$ cat config.mk
export PLATFORM = sky130hd
export DESIGN_NAME = secure_element_packet_framer
export DESIGN_NICKNAME = d
export VERILOG_FILES = /design/src/design/sepf_pkg.sv /design/src/design/secure_element_packet_framer.sv
export SDC_FILE = /design/constraint.sdc
export NUM_CORES = 1
export LEC_CHECK = 0
export BUFFER_PORTS_ARGS = -buffer_cell sky130_fd_sc_hd__buf_2
export CORE_ASPECT_RATIO = 0.9
export CORE_UTILIZATION = 60
export CTS_CLUSTER_DIAMETER = 60
export DETAILED_ROUTE_END_ITERATION = 8
export HOLD_SLACK_MARGIN = 0.15
export PLACE_DENSITY_LB_ADDON = 0.12
export SLEW_MARGIN = 20
export SYNTH_ARGS = -nofsm -noshare
export SYNTH_HDL_FRONTEND = slang
export SYNTH_SLANG_ARGS = --single-unit
export TNS_END_PERCENT = 5
$ cat constraint.sdc
create_clock -name i_clk -period 16.9 [get_ports i_clk]
set_clock_uncertainty 0.1 [all_clocks]
set_input_delay 3.38 -clock i_clk [delete_from_list [all_inputs] [get_ports i_clk]]
set_output_delay 3.38 -clock i_clk [all_outputs]
set_load 0.02 [all_outputs]
$ cat src/design/sepf_pkg.sv
// Shared types, codes and the CRC byte update for the secure-element packet framer.
package sepf_pkg;

    // Limits on command data length and response length.
    localparam logic [6:0] MAX_DATA    = 7'd64;
    localparam logic [6:0] MAX_READ    = 7'd67;
    localparam logic [6:0] SHORT_REPLY = 7'd4;

    // Framing constants.
    localparam logic [15:0] CRC_POLY = 16'h8005;
    localparam logic [7:0]  WORD_CMD = 8'h03;
    localparam logic [7:0]  OVERHEAD = 8'd7;

    // Input word kinds.
    localparam logic [1:0] MODE_HDR  = 2'd0;
    localparam logic [1:0] MODE_DATA = 2'd1;
    localparam logic [1:0] MODE_RESP = 2'd2;

    // Response verdict codes.
    localparam logic [1:0] VERDICT_OK      = 2'd0;
    localparam logic [1:0] VERDICT_CRC     = 2'd1;
    localparam logic [1:0] VERDICT_DEVICE  = 2'd2;
    localparam logic [1:0] VERDICT_INVALID = 2'd3;

    // Link phase, one-hot.
    typedef enum logic [2:0] {
        PH_IDLE = 3'b001,
        PH_DATA = 3'b010,
        PH_READ = 3'b100
    } t_phase;

    // Input word.
    typedef struct packed {
        logic [1:0]  mode;
        logic [7:0]  opcode;
        logic [7:0]  param_one;
        logic [15:0] param_two;
        logic [6:0]  data_len;
        logic [7:0]  data_byte;
        logic        first;
        logic [6:0]  read_len;
    } t_in_word;

    // Result word.
    typedef struct packed {
        logic       tx_valid;
        logic [7:0] tx_byte;
        logic       verdict_valid;
        logic [1:0] verdict;
        logic [7:0] dev_status;
        logic       last;
    } t_out_word;

    // CRC-16 update by one byte, data bits taken least significant first.
    function automatic logic [15:0] crc_byte(input logic [15:0] crc_in,
                                             input logic [7:0]  b);
        logic [15:0] c;
        c = crc_in;
        for (int i = 0; i < 8; i++) begin
            if (b[i] != c[15]) begin
                c = {c[14:0], 1'b0} ^ CRC_POLY;
            end else begin
                c = {c[14:0], 1'b0};
            end
        end
        return c;
    endfunction

endpackage

$ cat src/design/secure_element_packet_framer.sv
// Packet framer and response checker for a secure-element serial link.
// An accepted word waits in the input holding register; its results go to the single output
// register, one result word a cycle while the receiver does not stall. A header sends the
// command word, count, opcode and parameters, then the CRC trailer if its data is empty; a
// data word its byte (and the trailer after the last). Words with no result skip the output.
// Reset is synchronous, active low, and returns the block to idle, CRC and all counters cleared.
module secure_element_packet_framer
    import sepf_pkg::*;
(
    input  logic      i_clk,
    input  logic      i_rst_n,
    input  logic      i_in_valid,
    output logic      o_in_stall,
    input  t_in_word  i_in_word,
    output logic      o_out_valid,
    input  logic      i_out_stall,
    output t_out_word o_out_word
);

    // Input holding register and sequencing.
    t_in_word    r_in;
    logic        r_in_full;
    logic [2:0]  r_step;
    logic [2:0]  n_step;

    // Output register.
    t_out_word   r_out;
    logic        r_out_valid;

    // Link state.
    t_phase      r_phase, n_phase;
    logic [15:0] r_crc, n_crc;
    logic [6:0]  r_data_left, n_data_left;
    logic [6:0]  r_read_pos, n_read_pos;
    logic [6:0]  r_read_total, n_read_total;
    logic [7:0]  r_reply_count, n_reply_count;
    logic [7:0]  r_status_byte, n_status_byte;
    logic [7:0]  r_crc_low_seen, n_crc_low_seen;
    logic        r_crc_match, n_crc_match;

    // Step results.
    logic        emit;
    logic        fin;
    t_out_word   w;
    logic [15:0] crc_src;
    logic [7:0]  crc_in;
    logic [15:0] crc_step;
    logic [6:0]  len_sat;
    logic [6:0]  rl_sat;
    logic [8:0]  pos_plus2;
    logic [1:0]  verdict;
    logic        out_ready;
    logic        go;
    logic        in_accept;

    // Shared CRC byte unit.
    assign crc_step = crc_byte(crc_src, crc_in);

    // Saturated lengths.
    assign len_sat = (r_in.data_len > MAX_DATA) ? MAX_DATA : r_in.data_len;
    always_comb begin
        if (r_in.read_len < SHORT_REPLY) begin
            rl_sat = SHORT_REPLY;
        end else if (r_in.read_len > MAX_READ) begin
            rl_sat = MAX_READ;
        end else begin
            rl_sat = r_in.read_len;
        end
    end

    // One step of the word in the holding register.
    always_comb begin
        n_phase        = r_phase;
        n_crc          = r_crc;
        n_data_left    = r_data_left;
        n_read_pos     = r_read_pos;
        n_read_total   = r_read_total;
        n_reply_count  = r_reply_count;
        n_status_byte  = r_status_byte;
        n_crc_low_seen = r_crc_low_seen;
        n_crc_match    = r_crc_match;
        emit           = 1'b0;
        fin            = 1'b1;
        w              = '0;
        crc_src        = r_crc;
        crc_in         = 8'h00;
        pos_plus2      = '0;
        verdict        = VERDICT_OK;

        case (r_in.mode)
            MODE_HDR: begin
                emit       = 1'b1;
                w.tx_valid = 1'b1;
                case (r_step)
                    3'd0: begin
                        w.tx_byte = WORD_CMD;
                        n_crc     = '0;
                        fin       = 1'b0;
                    end
                    3'd1: begin
                        w.tx_byte = OVERHEAD + {1'b0, len_sat};
                        fin       = 1'b0;
                    end
                    3'd2: begin
                        w.tx_byte = r_in.opcode;
                        fin       = 1'b0;
                    end
                    3'd3: begin
                        w.tx_byte = r_in.param_one;
                        fin       = 1'b0;
                    end
                    3'd4: begin
                        w.tx_byte = r_in.param_two[7:0];
                        fin       = 1'b0;
                    end
                    3'd5: begin
                        w.tx_byte = r_in.param_two[15:8];
                        if (len_sat == '0) begin
                            fin = 1'b0;
                        end else begin
                            n_data_left = len_sat;
                            n_phase     = PH_DATA;
                        end
                    end
                    3'd6: begin
                        w.tx_byte = r_crc[7:0];
                        fin       = 1'b0;
                    end
                    default: begin
                        w.tx_byte = r_crc[15:8];
                        n_phase   = PH_IDLE;
                    end
                endcase
                // Bytes from count through the second parameter feed the CRC.
                crc_in = w.tx_byte;
                if (r_step >= 3'd1 && r_step <= 3'd5) begin
                    n_crc = crc_step;
                end
            end

            MODE_DATA: begin
                case (r_step)
                    3'd0: begin
                        if (r_phase == PH_DATA && r_data_left != '0) begin
                            emit        = 1'b1;
                            w.tx_valid  = 1'b1;
                            w.tx_byte   = r_in.data_byte;
                            crc_in      = r_in.data_byte;
                            n_crc       = crc_step;
                            n_data_left = r_data_left - 7'd1;
                            fin         = (r_data_left != 7'd1);
                        end
                    end
                    3'd1: begin
                        emit       = 1'b1;
                        w.tx_valid = 1'b1;
                        w.tx_byte  = r_crc[7:0];
                        fin        = 1'b0;
                    end
                    default: begin
                        emit       = 1'b1;
                        w.tx_valid = 1'b1;
                        w.tx_byte  = r_crc[15:8];
                        n_phase    = PH_IDLE;
                    end
                endcase
            end

            MODE_RESP: begin
                crc_in = r_in.data_byte;
                if (r_in.first) begin
                    // First byte restarts a read; it is the count byte.
                    crc_src        = '0;
                    n_read_total   = rl_sat;
                    n_read_pos     = '0;
                    n_reply_count  = r_in.data_byte;
                    n_status_byte  = '0;
                    n_crc_low_seen = '0;
                    n_crc_match    = 1'b0;
                    n_crc          = crc_step;
                    n_phase        = PH_READ;
                end else if (r_phase == PH_READ) begin
                    n_read_pos = r_read_pos + 7'd1;
                    pos_plus2  = {2'b00, n_read_pos} + 9'd2;
                    if (n_read_pos == 7'd1) begin
                        n_status_byte = r_in.data_byte;
                    end
                    if (r_reply_count >= {1'b0, SHORT_REPLY}) begin
                        if (pos_plus2 < {1'b0, r_reply_count}) begin
                            n_crc = crc_step;
                        end else if (pos_plus2 == {1'b0, r_reply_count}) begin
                            n_crc_low_seen = r_in.data_byte;
                        end else if (pos_plus2 == {1'b0, r_reply_count} + 9'd1) begin
                            n_crc_match = (r_crc_low_seen == r_crc[7:0]) &&
                                          (r_in.data_byte == r_crc[15:8]);
                        end
                    end
                end

                // Verdict on the last byte of the read.
                if ((r_in.first || r_phase == PH_READ) &&
                    ({1'b0, n_read_pos} + 8'd1 >= {1'b0, n_read_total})) begin
                    if (n_reply_count < {1'b0, SHORT_REPLY} ||
                        n_reply_count > {1'b0, n_read_total}) begin
                        verdict = VERDICT_CRC;
                    end else if (!n_crc_match) begin
                        verdict = VERDICT_CRC;
                    end else if (n_reply_count == {1'b0, SHORT_REPLY} &&
                                 n_status_byte != '0) begin
                        verdict = VERDICT_DEVICE;
                    end else if (n_reply_count != {1'b0, n_read_total}) begin
                        verdict = VERDICT_INVALID;
                    end else begin
                        verdict = VERDICT_OK;
                    end
                    emit            = 1'b1;
                    w.verdict_valid = 1'b1;
                    w.verdict       = verdict;
                    if (n_reply_count == {1'b0, SHORT_REPLY} && n_crc_match) begin
                        w.dev_status = n_status_byte;
                    end
                    n_phase = PH_IDLE;
                end
            end

            default: begin
                fin = 1'b1;
            end
        endcase

        w.last = fin;
        n_step = fin ? 3'd0 : r_step + 3'd1;
    end

    // Handshake glue.
    assign out_ready  = !r_out_valid || !i_out_stall;
    assign go         = r_in_full && (out_ready || !emit);
    assign o_in_stall = r_in_full && !(go && fin);
    assign in_accept  = i_in_valid && !o_in_stall;

    assign o_out_valid = r_out_valid;
    assign o_out_word  = r_out;

    // Payload registers.
    always_ff @(posedge i_clk) begin
        if (in_accept) begin
            r_in <= i_in_word;
        end
        if (go && emit) begin
            r_out <= w;
        end
    end

    // Control and link state.
    always_ff @(posedge i_clk) begin
        if (!i_rst_n) begin
            r_in_full      <= 1'b0;
            r_step         <= '0;
            r_out_valid    <= 1'b0;
            r_phase        <= PH_IDLE;
            r_crc          <= '0;
            r_data_left    <= '0;
            r_read_pos     <= '0;
            r_read_total   <= '0;
            r_reply_count  <= '0;
            r_status_byte  <= '0;
            r_crc_low_seen <= '0;
            r_crc_match    <= 1'b0;
        end else begin
            if (in_accept) begin
                r_in_full <= 1'b1;
            end else if (go && fin) begin
                r_in_full <= 1'b0;
            end

            if (go && emit) begin
                r_out_valid <= 1'b1;
            end else if (!i_out_stall) begin
                r_out_valid <= 1'b0;
            end

            if (go) begin
                r_step         <= n_step;
                r_phase        <= n_phase;
                r_crc          <= n_crc;
                r_data_left    <= n_data_left;
                r_read_pos     <= n_read_pos;
                r_read_total   <= n_read_total;
                r_reply_count  <= n_reply_count;
                r_status_byte  <= n_status_byte;
                r_crc_low_seen <= n_crc_low_seen;
                r_crc_match    <= n_crc_match;
            end
        end
    end

    // The step counter only runs while a word is held.
    a_step_idle: assert property (@(posedge i_clk) disable iff (!i_rst_n)
        !r_in_full |-> r_step == 3'd0)
        else $error("step counter nonzero with empty holding register");

    // A framed byte never carries a verdict.
    a_tx_no_verdict: assert property (@(posedge i_clk) disable iff (!i_rst_n)
        r_out_valid && r_out.tx_valid |-> !r_out.verdict_valid)
        else $error("tx word carries a verdict");

    // A verdict is always the final word of its item.
    a_verdict_last: assert property (@(posedge i_clk) disable iff (!i_rst_n)
        r_out_valid && r_out.verdict_valid |-> r_out.last)
        else $error("verdict word not marked last");

    // Remaining data count stays within the data limit.
    a_data_left: assert property (@(posedge i_clk) disable iff (!i_rst_n)
        r_data_left <= MAX_DATA)
        else $error("data count beyond limit");

endmodule

==> qor.yml, run 1 <==
pwr:
  leakage_nw: 3.67
  powerDensity_nw_per_um2: 88.3
  max-vdd-ir-drop_uv: 75.2
min_path:
  min_from: "r_crc_low_seen[3]"
  hold_end: "r_crc_low_seen[3]"
  holdCritPathClass: "flop to flop"
  min_path_cells: 2
route:
  ant_nets: 0
  vias: 7261
  wl_per_cell_um: 18.3
  drcViolationCount: 0
  wl_um: 21600
  vias_per_cell: 6.16
  firstDrtPassIters: 8
  drtIter0Drc: 897
setup_path:
  criticalPathCategory: "flop to primary output"
  worstPathCellList: "ha_1 > nand3_1 > or3_1 > a21oi_1 > nand3_1 > xnor2_1 > ha_1 > and3_1 > nand3_1 > a311o_1 > o311a_4 > nor2_1 > nand3_1 > a21boi_0 > buf_2"
  critPathArrivalTime_ns: 4.60
  critPathRequiredTime_ns: 13.42
  slowest_delay_ns: 0.48
  cpMaxStageDelayCell: "dfxtp_1"
  start_kind: "flop"
  cp-end-kind: "primary output"
  r2r_end: "o_out_word[9]"
  critPathMostFrequentCell: "nand3_1"
  reg2reg_depth: 18
  rrSetupSlack_ns: 11.89
  cp_num_buf_inv: 1
  critical_path.max_fanout: 10
  crit_family: "simple AND/OR/NAND/NOR gates"
  r2r-start: "r_read_pos[0]"
sta:
  hold_viol: 0
  finalMaxSlewViolations: 0
  min_period_ns: 8.08
  fin_setup_tns_ns: 0
  fin_crit_sh_pct: 47.8
  clock.fmax_mhz: 124
  grt_setup_unrepaired: "false"
  setup_violations: 0
  worst_slew_margin_rel_pct: 34.2
  worstMarginPinSlew_ns: 0.983
final_layout:
  finalNonFillerCells: 1179
  n_antenna_cell: 0
  drive_gt1_share_pct: 16.2
  utilization_pct: 69.7
  nets: 1074
  syn_to_final_growth_pct: 12.0
  fillers: 1115
flow_run:
  drv_cap: 0
logic_synthesis:
  yosys.area.top_type_share_pct: 26.6
  synth-edff-count: 78
  netlist_area_um2: 8810
  ys.warnings.count: 0
  synth_top_area_cell: "edfxtp_1"
  async_reset_ff_share_pct: 0
  seq_area_frac_synth_pct: 42.5
  synth.most_common_cell: "nand2_1"
  yosys-top-cells-area: "edfxtp_1 (27%), dfxtp_1 (16%), ha_1 (5.7%)"
  syn-num-nets: 1019
  synthCells: 918
  ys_seq_elements: 148
  synth_cell_types: 85
  avgSynthCellArea_um2: 9.60
  ys_top_cells_by_count: "nand2_1 (91), edfxtp_1 (78), dfxtp_1 (70), nor2_1 (70), a21oi_1 (63)"
  ys.flop_type: "edfxtp_1"
cts:
  numCtsBuffers: 17
  cts_max_level: 4
  cts_tree: "built"
  clk_latency_ns: 0.43
  postCtsHoldBufs: 0
  cts-root-buf: "clkbuf_16"
  clock_path_buffers: 2
  cts_setup_buffers: 0
  cts_resized: 0
  cts.sinks: 148
  clk_pin_slew_ns: 0.06
run_status:
  outcome: "finished, final reports clean"
placement:
  hpwl_um: 14800
  io_buffers: 83
  gp_congestion: 0.906
  dp.cells: 1147
grt:
  grt_max_degree: 58
  grt_pass1_vias: 6659
  overflow: 0
  antenna_found_initial: 0
  grt_usage_pct: 29.7
  grt_pass1_wl_um: 34300
floorplan:
  start_util_pct: 62.2
  core_um2: 14200
  core.rowCount: 41
  dieHeight_um: 117
  die-area_um2: 15200
  io_pins: 84
  die_w_um: 130
## metal layers
| layer | global-route usage, % | wire length [um] | vias to the layer above |
|---|---|---|---|
| li1 | - | - | 3487 |
| met1 | 42.6 | 9970 | 3433 |
| met2 | 46.3 | 9680 | 310 |
| met3 | 4.91 | 1640 | 31 |
| met4 | 8.84 | 296 | 0 |
| met5 | 0 | 0 | - |
## cell usage in the layout, fill, tap and decap left out, drive strengths merged, types with 6 or more instances in the layout
cell,instances
buf,91
inv,36
nand4,21
mux2i,29
and3,7
ha,40
a21oi,64
edfxtp,78
nor4,10
nand2b,10
clkinv,6
nand3,23
a22oi,24
xnor2,47
a222oi,9
dfxtp,70
o211a,11
clkbuf,23
nand2,91
o21ai,40
nor2,71
nor3,25
xor2,15
or3,14
nor2b,30
a31oi,8
## state kept, by name, summed over array words and instances, names as in the netlist
| name | count |
|---|---|
| r_reply_count | 8 |
| r_crc_match | 1 |
| r_phase | 3 |
| r_read_pos | 7 |
| r_read_total | 7 |
| r_status_byte | 8 |
| r_step | 3 |
| r_in_full | 1 |
| o_out_word | 21 |
| o_out_valid | 1 |
| r_crc | 16 |
| r_data_left | 7 |
| r_crc_low_seen | 8 |
| r_in | 57 |
## tightest hold or removal path: cells and delay by family (launching register included)
family,cells,cell delay (ns)
flops,1,0.32
simple gates,1,0.06
compound gates,1,0.05
## stage by stage
step / cell area [um^2] / power [mW] / hold slack (ns) / setup slack (ns)
after floorplan: 8810 / 0.481 / 0.331 / 9.37
after global placement: 9290 / 0.508 / 0.343 / 9.24
after detailed placement: 9290 / 0.510 / 0.356 / 9.19
after CTS: 9870 / 0.872 / 0.372 / 8.85
after global routing: 9870 / 0.898 / 0.403 / 8.52
final: 9870 / 0.871 / 0.373 / 8.82
## report_power, final
| part | internal (mW) | switching, mW |
|---|---|---|
| logic | 0.0391 | 0.0599 |
| clock network | 0.215 | 0.151 |
| registers | 0.393 | 0.0131 |
| total | 0.647 | 0.224 |
## cells by family (layout without fill, tap and decap cells)
| logic type | count (synthesis) | in the layout | share of synthesized area [%] |
|---|---|---|---|
| DFF | 148 | 148 | 42.5 |
| AOI/OAI and AO/OA | 218 | 218 | 18.1 |
| adders and majority gates | 42 | 42 | 5.91 |
| and+or+nand+nor | 322 | 322 | 18.3 |
| xor gates and xnor gates | 64 | 64 | 6.77 |
| muxes | 34 | 34 | 3.93 |
| buffers and inverters | 90 | 158 | 4.42 |
## final cells by class
type / instances / area (um^2) / area share [%]
multi-input combinational: 680 / 4700 / 47.6
clock inverter: 9 / 66.3 / 0.672
clock buffer: 23 / 512 / 5.18
tap: 193 / 241 / 2.45
timing repair buffer: 91 / 475 / 4.82
inverter: 35 / 131 / 1.33
sequential: 148 / 3740 / 37.9
## worst max path at each step
stage,startpoint,to,slack (ns),cells after the start
finish,r_read_pos[0],o_in_stall,8.82,15
global route,r_read_pos[0],o_in_stall,8.52,15
CTS,r_read_pos[0],o_in_stall,8.85,15
detailed placement,i_out_stall,o_in_stall,9.19,4
global placement,i_out_stall,o_in_stall,9.24,4
floorplan,i_out_stall,o_in_stall,9.37,2
Power figures use the tool's default switching activity.
==> inputs of run 2 (changes only) <==
CORE_UTILIZATION = 54   (was 60)
clock period = 6.9 ns   (was 16.9 ns; I/O delays follow)
==> qor.yml, run 2 (synthesis results as in run 1) <==
run_status:
  outcome: "finished, final reports clean"
pwr:
  internal_power_mw: 1.71  # +160%
  pwr-share-clk_pct: 45.3  # +3.3 points
  powerDensity_nw_per_um2: 228  # +160%
  combPwrFrac_pct: 10.6  # -0.8 points
  p_total_mw: 2.27  # +160%
  p_sw_mw: 0.553  # +150%
  max-vdd-ir-drop_uv: 214  # +180%
  power_frac_seq_pct: 44.0  # -2.7 points
  p_sw_share_pct: 24.4  # -1.3 points
  leakage_nw: 3.71  # +1.1%
flow_run:
  drv_cap: 0  # unchanged
setup_path:
  critPathMostFrequentCell: "nand3_1"
  start_kind: "flop"
  critPathRequiredTime_ns: 5.42  # -8.00 ns
  crit_family: "simple AND/OR/NAND/NOR gates"
  cp_num_buf_inv: 2  # +1
  critPathArrivalTime_ns: 4.62  # +0.02 ns
  cpMaxStageDelayCell: "dfxtp_1"
  slowest_delay_ns: 0.48  # about the same
  cp-end-kind: "primary output"
  criticalPathCategory: "flop to primary output"
  worstPathCellList: "ha_1 > inv_1 > or3_4 > a21oi_1 > and3_1 > nand3_1 > xnor2_1 > ha_1 > and3_1 > nand3_1 > a311o_1 > o311a_4 > nor2_1 > nand3_1 > a21boi_0 > buf_2"
  critical_path.max_fanout: 10  # unchanged
sta:
  fin_setup_tns_ns: 0  # unchanged
  hold_viol: 0  # unchanged
  finalMaxSlewViolations: 0  # unchanged
  grt_setup_unrepaired: "false"
  worstMarginPinSlew_ns: 1.03  # +0.0439 ns
  clock.fmax_mhz: 164
  whs_ns: 0.371  # -0.00152 ns
  fin_crit_sh_pct: 88.4
  worst_slew_margin_rel_pct: 31.0  # -3.3 points
  min_period_ns: 6.10
  setup_violations: 0  # unchanged
cts:
  clock_path_buffers: 2  # unchanged
  cts_resized: 0  # unchanged
  clk_latency_ns: 0.43  # about the same
  clk_pin_slew_ns: 0.06  # about the same
  cts_setup_buffers: 0  # unchanged
  cts.sinks: 148  # unchanged
  cts_max_level: 4  # unchanged
  postCtsHoldBufs: 0  # unchanged
  numCtsBuffers: 17  # unchanged
  cts_tree: "built"
  cts-root-buf: "clkbuf_16"
grt:
  grt_usage_pct: 26.8  # -2.9 points
  antenna_found_initial: 0  # unchanged
  grt_pass1_vias: 6658  # -0.015%
  grt_pass1_wl_um: 34200  # -0.48%
  overflow: 0  # unchanged
  grt_max_degree: 50  # -14%
final_layout:
  nets: 1075  # +0.093%
  final_common_cell: "nand2_1"
  n_antenna_cell: 0  # unchanged
  largest-register: "r_in"
  syn_to_final_growth_pct: 13.0
  mostFrequentLayoutCells: "nand2_1 (91), buf_2 (83), edfxtp_1 (78)"
  drive_gt1_share_pct: 16.3  # +0.085 points
  largest_reg_flops: 57  # unchanged
floorplan:
  start_util_pct: 56.3  # -6.0 points
  core.rowCount: 43  # +4.9%
  die-area_um2: 16800  # +11%
  dieHeight_um: 123  # +5.3%
  io_pins: 84  # unchanged
  core_um2: 15700  # +11%
  die_w_um: 137  # +5.3%
placement:
  io_buffers: 83  # unchanged
  hpwl_um: 15300  # +3.4%
  gp_congestion: 0.893  # -1.5%
route:
  wl_um: 21900  # +1.5%
  vias_per_cell: 6.07  # -1.5%
  vias: 7213  # -0.66%
  ant_nets: 0  # unchanged
  drtIter0Drc: 705  # -21%
  wl_per_cell_um: 18.4  # +0.68%
  drcViolationCount: 0  # unchanged
  firstDrtPassIters: 6  # -2
min_path:
  holdCritPathClass: "flop to flop"
-- run 2: worst reg2reg max path: stages (launching register included) --
cell	delay [ns]
dfxtp_1	0.48
ha_1	0.41
xor2_1	0.16
ha_1	0.31
a21o_1	0.18
a22o_1	0.18
a32oi_1	0.19
xnor2_1	0.17
ha_1	0.35
o21ai_0	0.07
nand2b_1	0.08
a21oi_1	0.06
a211o_1	0.33
a211o_1	0.32
nor4bb_1	0.40
o2111a_1	0.35
mux2i_1	0.11
or3_1	0.40
o21a_1	0.20
-- run 2: path summary, 6_finish.rpt --
check             slack (ns)  cells after the start           endpoint              start
setup / recovery        0.80                     16         o_in_stall      r_read_pos[0]
hold / removal          0.37                      2  r_crc_low_seen[3]  r_crc_low_seen[3]
setup reg to reg        1.82                     18      o_out_word[9]      r_read_pos[0]
hold reg to reg         0.37                      2  r_crc_low_seen[3]  r_crc_low_seen[3]
-- run 2: stage by stage --
stage	util (%)	cells	cell area, um^2	setup slack (ns)
5_1_grt	63.6	1189	9960	0.411
2_1_floorplan	-	918	8810	0.296
3_3_place_gp	59.5	1157	9310	1.39
4_1_cts	63.6	1189	9960	0.782
3_5_place_dp	59.5	1157	9310	1.30
6_report	63.6	1189	9960	0.801
-- run 2: final cells by class --
class	count	area (um^2)
clock buffers	20	447
clock inverters	12	203
fillers	1296	5700
inverters	35	131
multi-input cells	680	4700
flip-flops and latches	148	3740
well taps	202	253
repair buffers	92	483
-- run 2: per-layer routing --
metal	wire length, um	track usage (%)	up-vias
li1	-	-	3490
met1	10300	38.0	3435
met2	9720	40.7	258
met3	1550	5.86	30
met4	310	8.47	0
met5	0	0	-
-- run 2: power groups by stage --
stage / combinational (mW) / clock (mW) / sequential (mW)
after global placement: 0.233 / 0 / 1.02
final: 0.241 / 1.03 / 0.998
after global routing: 0.263 / 1.07 / 1.00
after floorplan: 0.176 / 0 / 1.00
after CTS: 0.239 / 1.04 / 0.997
after detailed placement: 0.236 / 0 / 1.01
==> inputs of run 3 (changes only) <==
--- a/config.mk
+++ b/config.mk
@@ -8,5 +8,5 @@
 export BUFFER_PORTS_ARGS = -buffer_cell sky130_fd_sc_hd__buf_2
 export CORE_ASPECT_RATIO = 0.9
-export CORE_UTILIZATION = 54
+export CORE_UTILIZATION = 25
 export CTS_CLUSTER_DIAMETER = 60
 export DETAILED_ROUTE_END_ITERATION = 8
==> constraint.sdc (replaced) <==
create_clock -name i_clk -period 6.9 [get_ports i_clk]
set_clock_uncertainty 0.1 [all_clocks]
set_input_delay 1.035 -clock i_clk [delete_from_list [all_inputs] [get_ports i_clk]]
set_output_delay 1.035 -clock i_clk [all_outputs]
set_load 0.02 [all_outputs]
==> qor.yml, run 3 (synthesis results as in run 1) <==
sta:
  whs_ns: 0.358  # -0.0129 ns
  clock.fmax_mhz: 171  # +4.5%
  finalMaxSlewViolations: 0  # unchanged
  min_period_ns: 5.84  # -0.261 ns
  fin_setup_tns_ns: 0  # unchanged
  setup_violations: 0  # unchanged
  worst_slew_margin_rel_pct: 43.0  # +12 points
  hold_viol: 0  # unchanged
  fin_crit_sh_pct: 84.6  # -3.8 points
  grt_setup_unrepaired: "false"
  worstMarginPinSlew_ns: 0.854  # -0.173 ns
setup_path:
  start_kind: "flop"
  critPathRequiredTime_ns: 5.76  # +0.34 ns
  critical_path.max_fanout: 10  # unchanged
  slowest_delay_ns: 0.50  # +0.02 ns
  worstPathCellList: "ha_1 > inv_1 > or3_4 > a21oi_1 > and3_1 > nand3_1 > xnor2_1 > ha_1 > and3_1 > nand2_1 > a311o_1 > o311a_4 > nor2_1 > nand3_1 > a21boi_0 > buf_2"
  cpMaxStageDelayCell: "dfxtp_1"
  criticalPathCategory: "flop to primary output"
  critPathArrivalTime_ns: 4.70  # +0.08 ns
  r2r-start: "r_read_pos[0]"
  cp-startpoint: "r_read_pos[0]"
  cp-end-kind: "primary output"
cts:
  cts_tree: "built"
  clock_path_buffers: 2  # unchanged
  cts_resized: 0  # unchanged
  cts-root-buf: "clkbuf_16"
  cts_max_level: 4  # unchanged
  clk_pin_slew_ns: 0.07  # about the same
  cts.sinks: 148  # unchanged
  numCtsBuffers: 17  # unchanged
  postCtsHoldBufs: 0  # unchanged
  cts_setup_buffers: 0  # unchanged
  clk_latency_ns: 0.43  # about the same
min_path:
  holdCritPathClass: "flop to flop"
  min_from: "r_crc_match"
route:
  firstDrtPassIters: 6  # unchanged
  ant_nets: 0  # unchanged
  wl_per_cell_um: 18.5  # +0.59%
  vias_per_cell: 4.86  # -20%
  wl_um: 26900  # +23%
  drtIter0Drc: 407  # -42%
  drcViolationCount: 0  # unchanged
  vias: 7047  # -2.3%
grt:
  overflow: 0  # unchanged
  grt_pass1_wl_um: 41900  # +23%
  grt_usage_pct: 15.2  # -12 points
  antenna_found_initial: 0  # unchanged
  grt_max_degree: 58  # +16%
  grt_pass1_vias: 6990  # +5.0%
floorplan:
  io_pins: 84  # unchanged
  die_w_um: 200  # +46%
  core_um2: 34400  # +120%
  core.rowCount: 64  # +49%
  dieHeight_um: 180  # +46%
  start_util_pct: 25.6  # -31 points
  die-area_um2: 36000  # +110%
flow_run:
  drv_cap: 0  # unchanged
final_layout:
  final_common_cell: "nand2_1"
  mostFrequentLayoutCells: "nand2_1 (91), buf_2 (83), edfxtp_1 (78)"
  nets: 1076  # +0.093%
  drive_gt1_share_pct: 16.4  # +0.085 points
  syn_to_final_growth_pct: 16.4
  largest_reg_flops: 57  # unchanged
  final-seq-area_um2: 3740  # unchanged
  n_antenna_cell: 0  # unchanged
  finalNonFillerCells: 1450  # +22%
  fillers: 3622  # +180%
  largest-register: "r_in"
  multiInputGateArea_um2: 4700  # about the same
placement:
  hpwl_um: 19700  # +29%
  dp.cells: 1418  # +23%
  io_buffers: 83  # unchanged
  gp_congestion: 0.804  # -9.9%
pwr:
  p_total_mw: 2.25  # -0.88%
  max-vdd-ir-drop_uv: 144  # -33%
  leakage_nw: 3.70  # -0.37%
  powerDensity_nw_per_um2: 219  # -3.8%
run_status:
  outcome: "finished, final reports clean"
[run 3: cell type report]
type	count	area share [%]
clock inverter	12	1.76
inverter	35	1.28
multi-input combinational	680	45.8
sequential	148	36.5
timing repair buffer	93	4.78
clock buffer	20	4.26
tap	462	5.63
[run 3: metrics by stage]
step | utilization (%) | setup slack, ns | instance area, um^2
floorplan | - | 0.296 | 8810
global placement | 28.1 | 1.59 | 9640
detailed placement | 28.1 | 1.53 | 9640
CTS | 29.9 | 1.03 | 10300
global route | 29.9 | 0.641 | 10300
finish | 29.9 | 1.06 | 10300
[run 3: path summary, 6_finish.rpt]
kind	to	slack, ns	cells past startpoint
max	o_in_stall	1.06	16
min	r_crc_match	0.36	2
max reg2reg	r_crc[15]	1.89	17
min reg2reg	r_crc_match	0.36	2
[run 3: worst max-delay path, delay by kind of cell (launching register included)]
kind,cells,cell delay [ns]
AOI/OAI and AO/OA,4,1.30
adders and majority gates,2,0.72
xor gates and xnor gates,1,0.14
DFF,1,0.50
buffers and inverters,2,0.38
and+or+nand+nor,7,1.22
[run 3: layer usage]
metal	track usage [%]	vias to the layer above	share of wire, %
li1	-	3483	-
met4	3.36	0	0.85
met1	23.0	3411	53
met2	22.3	140	43
met3	2.55	13	3.8
met5	0	-	0
[run 3: where the power goes]
| part | total, mW | internal [mW] | switching [mW] |
|---|---|---|---|
| logic | 0.248 | 0.0961 | 0.152 |
| registers | 1.00 | 0.964 | 0.0361 |
| clock network | 0.998 | 0.607 | 0.391 |
